[src/rtl/jpt_pkg.sv]
// ---------------------------------------------------------------------------
// jpt_pkg: shared types and helpers
// Datapath command and status words, MAC phases and the fixed-point helpers.
// ---------------------------------------------------------------------------
package jpt_pkg;

  localparam int unsigned SWEEP_W = 8;

  typedef enum logic [4:0] {
    OP_NOP,
    OP_LOAD,
    OP_RESID,
    OP_PIVOT,
    OP_NORM,
    OP_SQ1,
    OP_SQ2,
    OP_ROOT_R,
    OP_DIV,
    OP_ROOT_C,
    OP_ROOT_S,
    OP_ROT,
    OP_MAC,
    OP_COPY,
    OP_CHECK,
    OP_OUT
  } dp_op_t;

  typedef enum logic [1:0] {
    PH_NT,
    PH_B,
    PH_W
  } mac_phase_t;

  typedef struct packed {
    dp_op_t     op;
    mac_phase_t phase;
    logic [1:0] r;
    logic [1:0] c;
    logic [1:0] k;
    logic       first;
    logic       last;
  } dp_cmd_t;

  typedef struct packed {
    logic e_zero;
    logic big_hi;
    logic big_lo;
    logic root_busy;
    logic div_busy;
    logic grew;
    logic below;
  } dp_sts_t;

  // Row-major index of element (r, c).
  function automatic logic [3:0] idx3(input logic [1:0] r, input logic [1:0] c);
    return ({2'b00, r} * 4'd3) + {2'b00, c};
  endfunction

  function automatic logic [31:0] mag32(input logic signed [31:0] v);
    return v[31] ? 32'(-v) : 32'(v);
  endfunction

  // Shift right by 30, rounding half away from zero.
  function automatic logic signed [65:0] shr30(input logic signed [65:0] v);
    logic [65:0] m;
    m = v[65] ? 66'(-v) : 66'(v);
    m = (m + (66'd1 << 29)) >> 30;
    return v[65] ? -$signed(m) : $signed(m);
  endfunction

endpackage

[src/rtl/jpt_ctrl.sv]
// ---------------------------------------------------------------------------
// jpt_ctrl: Jacobi sequencer
// Steps the datapath through load, sweeps, stop tests and the three result rows.
// ---------------------------------------------------------------------------
module jpt_ctrl #(
  parameter int unsigned MAX_SWEEPS = 150
) (
  input  logic              clk,
  input  logic              rst,
  input  logic              in_valid,
  input  logic              out_ready,
  input  jpt_pkg::dp_sts_t  sts,
  output logic              in_ready,
  output logic              out_valid,
  output jpt_pkg::dp_cmd_t  cmd
);

  typedef enum logic [13:0] {
    S_IDLE   = 14'b00000000000001,
    S_RESID  = 14'b00000000000010,
    S_PIVOT  = 14'b00000000000100,
    S_NORM   = 14'b00000000001000,
    S_SQ2    = 14'b00000000010000,
    S_ROOT_R = 14'b00000000100000,
    S_WAIT_R = 14'b00000001000000,
    S_WAIT_D = 14'b00000010000000,
    S_WAIT_C = 14'b00000100000000,
    S_WAIT_S = 14'b00001000000000,
    S_MAC    = 14'b00010000000000,
    S_DRAIN  = 14'b00100000000000,
    S_CHECK  = 14'b01000000000000,
    S_OUT    = 14'b10000000000000
  } state_t;

  state_t                 state, state_next;
  jpt_pkg::mac_phase_t    phase, phase_next;
  logic [1:0]             r, r_next, c, c_next, k, k_next;
  logic [2:0]             drain, drain_next;
  logic [jpt_pkg::SWEEP_W-1:0] sweep, sweep_next;
  logic [jpt_pkg::SWEEP_W:0]   sweep_inc;
  logic                   valid_next;

  assign in_ready  = state == S_IDLE;
  assign sweep_inc = {1'b0, sweep} + 1'b1;

  always_comb begin
    state_next = state;
    phase_next = phase;
    r_next     = r;
    c_next     = c;
    k_next     = k;
    drain_next = drain;
    sweep_next = sweep;
    valid_next = out_valid;
    cmd        = '0;
    cmd.op     = jpt_pkg::OP_NOP;
    cmd.phase  = phase;
    cmd.r      = r;
    cmd.c      = c;
    cmd.k      = k;
    cmd.first  = k == 2'd0;
    cmd.last   = k == 2'd2;
    case (state)
      S_IDLE: begin
        if (in_valid) begin
          cmd.op     = jpt_pkg::OP_LOAD;
          state_next = S_RESID;
        end
      end
      S_RESID: begin
        cmd.op     = jpt_pkg::OP_RESID;
        sweep_next = '0;
        state_next = sts.below ? S_OUT : S_PIVOT;
      end
      S_PIVOT: begin
        cmd.op     = jpt_pkg::OP_PIVOT;
        state_next = S_NORM;
      end
      S_NORM: begin
        if (sts.e_zero) begin
          // Identity rotation: go straight to the products.
          phase_next = jpt_pkg::PH_NT;
          state_next = S_MAC;
        end else if (sts.big_hi || sts.big_lo) begin
          cmd.op = jpt_pkg::OP_NORM;
        end else begin
          cmd.op     = jpt_pkg::OP_SQ1;
          state_next = S_SQ2;
        end
      end
      S_SQ2: begin
        cmd.op     = jpt_pkg::OP_SQ2;
        state_next = S_ROOT_R;
      end
      S_ROOT_R: begin
        cmd.op     = jpt_pkg::OP_ROOT_R;
        state_next = S_WAIT_R;
      end
      S_WAIT_R: begin
        if (!sts.root_busy) begin
          cmd.op     = jpt_pkg::OP_DIV;
          state_next = S_WAIT_D;
        end
      end
      S_WAIT_D: begin
        if (!sts.div_busy) begin
          cmd.op     = jpt_pkg::OP_ROOT_C;
          state_next = S_WAIT_C;
        end
      end
      S_WAIT_C: begin
        if (!sts.root_busy) begin
          cmd.op     = jpt_pkg::OP_ROOT_S;
          state_next = S_WAIT_S;
        end
      end
      S_WAIT_S: begin
        if (!sts.root_busy) begin
          cmd.op     = jpt_pkg::OP_ROT;
          phase_next = jpt_pkg::PH_NT;
          state_next = S_MAC;
        end
      end
      S_MAC: begin
        cmd.op = jpt_pkg::OP_MAC;
        k_next = k + 2'd1;
        if (k == 2'd2) begin
          k_next = '0;
          c_next = c + 2'd1;
          if (c == 2'd2) begin
            c_next = '0;
            r_next = r + 2'd1;
            if (r == 2'd2) begin
              r_next     = '0;
              drain_next = '0;
              state_next = S_DRAIN;
            end
          end
        end
      end
      S_DRAIN: begin
        // Hold until the last sum of the phase is written back.
        drain_next = drain + 3'd1;
        if (drain == 3'd4) begin
          case (phase)
            jpt_pkg::PH_NT: begin
              cmd.op     = jpt_pkg::OP_COPY;
              phase_next = jpt_pkg::PH_B;
              state_next = S_MAC;
            end
            jpt_pkg::PH_B: begin
              phase_next = jpt_pkg::PH_W;
              state_next = S_MAC;
            end
            default: begin
              state_next = S_CHECK;
            end
          endcase
        end
      end
      S_CHECK: begin
        cmd.op     = jpt_pkg::OP_CHECK;
        sweep_next = sweep_inc[jpt_pkg::SWEEP_W-1:0];
        if (sts.grew || sts.below ||
            sweep_inc == (jpt_pkg::SWEEP_W+1)'(MAX_SWEEPS)) begin
          state_next = S_OUT;
        end else begin
          state_next = S_PIVOT;
        end
      end
      S_OUT: begin
        if (!out_valid) begin
          cmd.op     = jpt_pkg::OP_OUT;
          cmd.r      = 2'd0;
          r_next     = 2'd0;
          valid_next = 1'b1;
        end else if (out_ready) begin
          if (r == 2'd2) begin
            r_next     = '0;
            valid_next = 1'b0;
            state_next = S_IDLE;
          end else begin
            cmd.op = jpt_pkg::OP_OUT;
            cmd.r  = r + 2'd1;
            r_next = r + 2'd1;
          end
        end
      end
      default: begin
        state_next = S_IDLE;
      end
    endcase
  end

  always_ff @(posedge clk) begin
    if (rst) begin
      state     <= S_IDLE;
      phase     <= jpt_pkg::PH_NT;
      r         <= '0;
      c         <= '0;
      k         <= '0;
      drain     <= '0;
      sweep     <= '0;
      out_valid <= 1'b0;
    end else begin
      state     <= state_next;
      phase     <= phase_next;
      r         <= r_next;
      c         <= c_next;
      k         <= k_next;
      drain     <= drain_next;
      sweep     <= sweep_next;
      out_valid <= valid_next;
    end
  end

endmodule

[config.mk]
export PLATFORM = sky130hd
export DESIGN_NAME = jpt_ctrl
export DESIGN_NICKNAME = d
export VERILOG_FILES = /design/src/rtl/jpt_pkg.sv /design/src/rtl/jpt_ctrl.sv
export SDC_FILE = /design/constraint.sdc
export NUM_CORES = 1
export LEC_CHECK = 0
export BUFFER_PORTS_ARGS = -buffer_cell sky130_fd_sc_hd__buf_4
export CAP_MARGIN = 20
export CORE_MARGIN = 3
export CORE_UTILIZATION = 57
export DETAILED_ROUTE_END_ITERATION = 8
export PLACE_DENSITY = 0.78
export SKIP_CTS_REPAIR_TIMING = 1
export SYNTH_ARGS = -nofsm -noshare
export SYNTH_HDL_FRONTEND = slang
export SYNTH_SLANG_ARGS = --single-unit
[constraint.sdc]
create_clock -name clk -period 3 [get_ports clk]
set_input_delay 0 -clock clk [delete_from_list [all_inputs] [get_ports clk]]
set_output_delay 0 -clock clk [all_outputs]
set_load 0.03 [all_outputs]
==> flow_metrics.tcl <==
set metrics [dict create \
    status "finished, final reports clean" \
    area_growth_pct 10.71 \
    ir_drop_uv 373.1 \
    grt_use_met2_pct 36.69 \
    final_layout_size_suffix_gt1_share_pct 17.30 \
    start_util_pct 61.97 \
    critPathLaunch "state[10]$_SDFFE_PP0P_" \
    clock_latency_ns 0.30 \
    clkTransAtPathRegs_ns 0.07 \
    die_area_um2 4970 \
    worstHoldPathCells 4 \
    tightest_slew_ns 0.6189 \
    holdWs_ns 0.06419 \
    path_cells "or4_1, nor3_1, nand2_1, o31ai_1, nor2_1, nand3_1, buf_4" \
    place_inst 354 \
    ys_seq_area_share_pct 28.71 \
    setup_viol 0 \
    max_stage_delay_ns 0.73 \
    n_antenna_cell 0 \
    r2r_cells 5 \
    rows 22 \
    use_met3_pct 5.612 \
    syn_nets 313 \
    dp_hpwl_mm 4.160 \
    slew-limit-headroom_pct 58.36 \
    fillCellCount 340 \
    htreeDepth 2 \
    cp.required_ns 3.00 \
    regArea_um2 680.7 \
    layout_common_cells "42 x nor2_1, 34 x dfxtp_1, 27 x buf_4, 25 x a21oi_1, 21 x nand2_1" \
    grt_use_met1_pct 32.84 \
    ys_top_cells_by_area "dfxtp_1 29%, nor2_1 6.6%, a21oi_1 5.3%, ha_1 3.7%, buf_6 3.3%" \
    finalCritPeriodShare_pct 88.64 \
    rrSetupSlack_ns 0.40 \
    drtPass1Iterations 4 \
    multiInputGateArea_um2 1520 \
    synth_area_per_cell_um2 8.037 \
    power_density_nw_per_um2 470.1 \
    leakagePower_nw 1.026 \
    synth_cells 295 \
    wl_mm 5.780 \
    finish.utilization_pct 68.61 \
    grt_setup_unrepaired "false" \
    r2r_start "state[10]$_SDFFE_PP0P_" \
    tns_ns 0 \
    cp_slowest_cell "or4_1" \
    drt-initial-drc-count 178 \
    wl_per_cell_um 15.79 \
    io_pins 28 \
    hp-start "sts[1]" \
    hold_viol 0 \
    synth_flop_cell "dfxtp_1" \
    cts_buffers 5 \
    synth_largest_area_cell "dfxtp_1" \
    die_h_um 70.50 \
    viasPerCell 6.246 \
    stdcell_count 366 \
    min_path_type "input pin to flop" \
    cts_tree "done" \
    criticalPathCategory "flop to output port" \
    skew_ns 0.01312 \
    crit_arrival_ns 2.66 \
    top_usage_layer "met2" \
    yosysWarnings 0 \
    vias 2286 \
    max-clock-path-buffers 2 \
    grt_pass1_wl_mm 9.701 \
    async_flop_share_pct 0 \
    syn_area_um2 2371 \
    synth_edf_count 0 \
    endpoint_kind "output port" \
    crit_fanout 8 \
    grt_start_max_net_pins 33 \
    cts.sinks 34 \
    maxCapViolations 0 \
    max_freq_mhz 376.1 \
    mostFrequentLayoutCell "nor2_1" \
    grt_pass1_vias 2000 \
    antenna_left 0 \
    period_minus_slack_ns 2.659 \
    drc_errors 0 \
    finalMaxSlewViolations 0 \
    grt-ovfl-total 0 \
    coreArea_um2 3826 \
    dp_slack_ns 0.4917 \
    cp-start-kind "flop" \
    track_usage_pct 23.72 \
    cts_root_buf "clkbuf_8" \
    io_buffers 26 \
    antenna_found_initial 0 \
    synth_cell_types 68 \
    synth_top_area_share_pct 28.71 \
    place_congestion 0.8853 \
    setup_ws_ns 0.3409 \
    yosys_register_bits 34 \
    die_w_um 70.50 \
    final_nets 335 \
]
## synth_stat cells (2+ instances only)
| master | n |
|---|---|
| nor2_1 | 42 |
| dfxtp_1 | 34 |
| a21oi_1 | 25 |
| nand2_1 | 21 |
| nor3_1 | 13 |
| o21ai_0 | 11 |
| nand3_1 | 10 |
| inv_1 | 8 |
| buf_6 | 7 |
| ha_1 | 7 |
| nor4_1 | 7 |
| mux2i_1 | 5 |
| xnor2_1 | 5 |
| and3_1 | 4 |
| and4_1 | 4 |
| nand2b_1 | 4 |
| nand3b_1 | 4 |
| nor2b_1 | 4 |
| or3_1 | 4 |
| and2_1 | 3 |
| buf_4 | 3 |
| clkbuf_1 | 3 |
| nand4_1 | 3 |
| o211ai_1 | 3 |
| or2_2 | 3 |
| xor2_1 | 3 |
| a21o_1 | 2 |
| a22o_1 | 2 |
| a22oi_1 | 2 |
| a2bb2oi_1 | 2 |
| a31oi_1 | 2 |
| nor3b_1 | 2 |
| nor4_4 | 2 |
| nor4b_1 | 2 |
| nor4bb_1 | 2 |
| o22ai_1 | 2 |
| or4_1 | 2 |
| or4b_1 | 2 |
| or4b_2 | 2 |
## through the flow
| step | power (W) | instance area, um2 |
|---|---|---|
| detailed placement | 0.0008676 | 2494 |
| global placement | 0.0008668 | 2494 |
| global route | 0.001285 | 2625 |
| floorplan | 0.0007830 | 2371 |
| finish | 0.001234 | 2625 |
| CTS | 0.001224 | 2585 |
## kinds of logic (layout without fill, tap and decap cells)
group                    Yosys count  after routing  synth area share (%)
AND/OR/NAND/NOR                  154            154                 38.47
multiplexers                       6              6                 2.586
AO/OA/AOI/OAI                     61             61                 16.25
buffers and inverters             24             47                 7.177
XOR/XNOR                           8              8                 2.955
other                              1              1                0.1582
adder cells (fa/ha/maj)            7              7                 3.694
flip-flops                        34             34                 28.71
## final cells by class
class	instances	area share, %
Clock buffer	7	3.289
Inverter	8	1.144
Timing Repair Buffer	31	9.247
Sequential cell	34	25.93
Tap cell	48	2.288
Multi-Input combinational cell	237	57.91
Clock inverter	1	0.1907
## where the power goes
| part | switching, W | total (W) | internal (W) |
|---|---|---|---|
| Sequential | 0.0000359 | 0.000501 | 0.000466 |
| Combinational | 0.000232 | 0.000367 | 0.000135 |
| Clock | 0.000180 | 0.000366 | 0.000185 |
| Total | 0.000448 | 0.00123 | 0.000786 |
## sequential cells by signal, summed over array words and instances, names as in the netlist
name	cells
sweep	8
k	2
drain	3
r	2
state	14
c	2
out_valid	1
phase	2
## worst max-delay path: cells and delay by family (launching register included)
kind                   cells  cell delay (ns)
AOI/OAI and AO/OA          1             0.27
buffers and inverters      1             0.16
DFF                        1             0.37
and+or+nand+nor            5             1.58
## worst paths after layout
kind,end
worst max-delay path,cmd[10]
worst min-delay path,state[2]$_SDFFE_PP0P_
worst max register to register,state[4]$_SDFFE_PP0P_
worst min register to register,drain[2]$_SDFFE_PP0P_
## per-layer routing
| layer | routed length, um | share of wire (%) | vias up |
|---|---|---|---|
| li1 | - | - | 1123 |
| met1 | 2618 | 45 | 1061 |
| met2 | 2685 | 46 | 93 |
| met3 | 415 | 7.2 | 9 |
| met4 | 61 | 1.1 | 0 |
| met5 | 0 | 0 | - |
No activity file was read; power rests on OpenSTA's default activity.
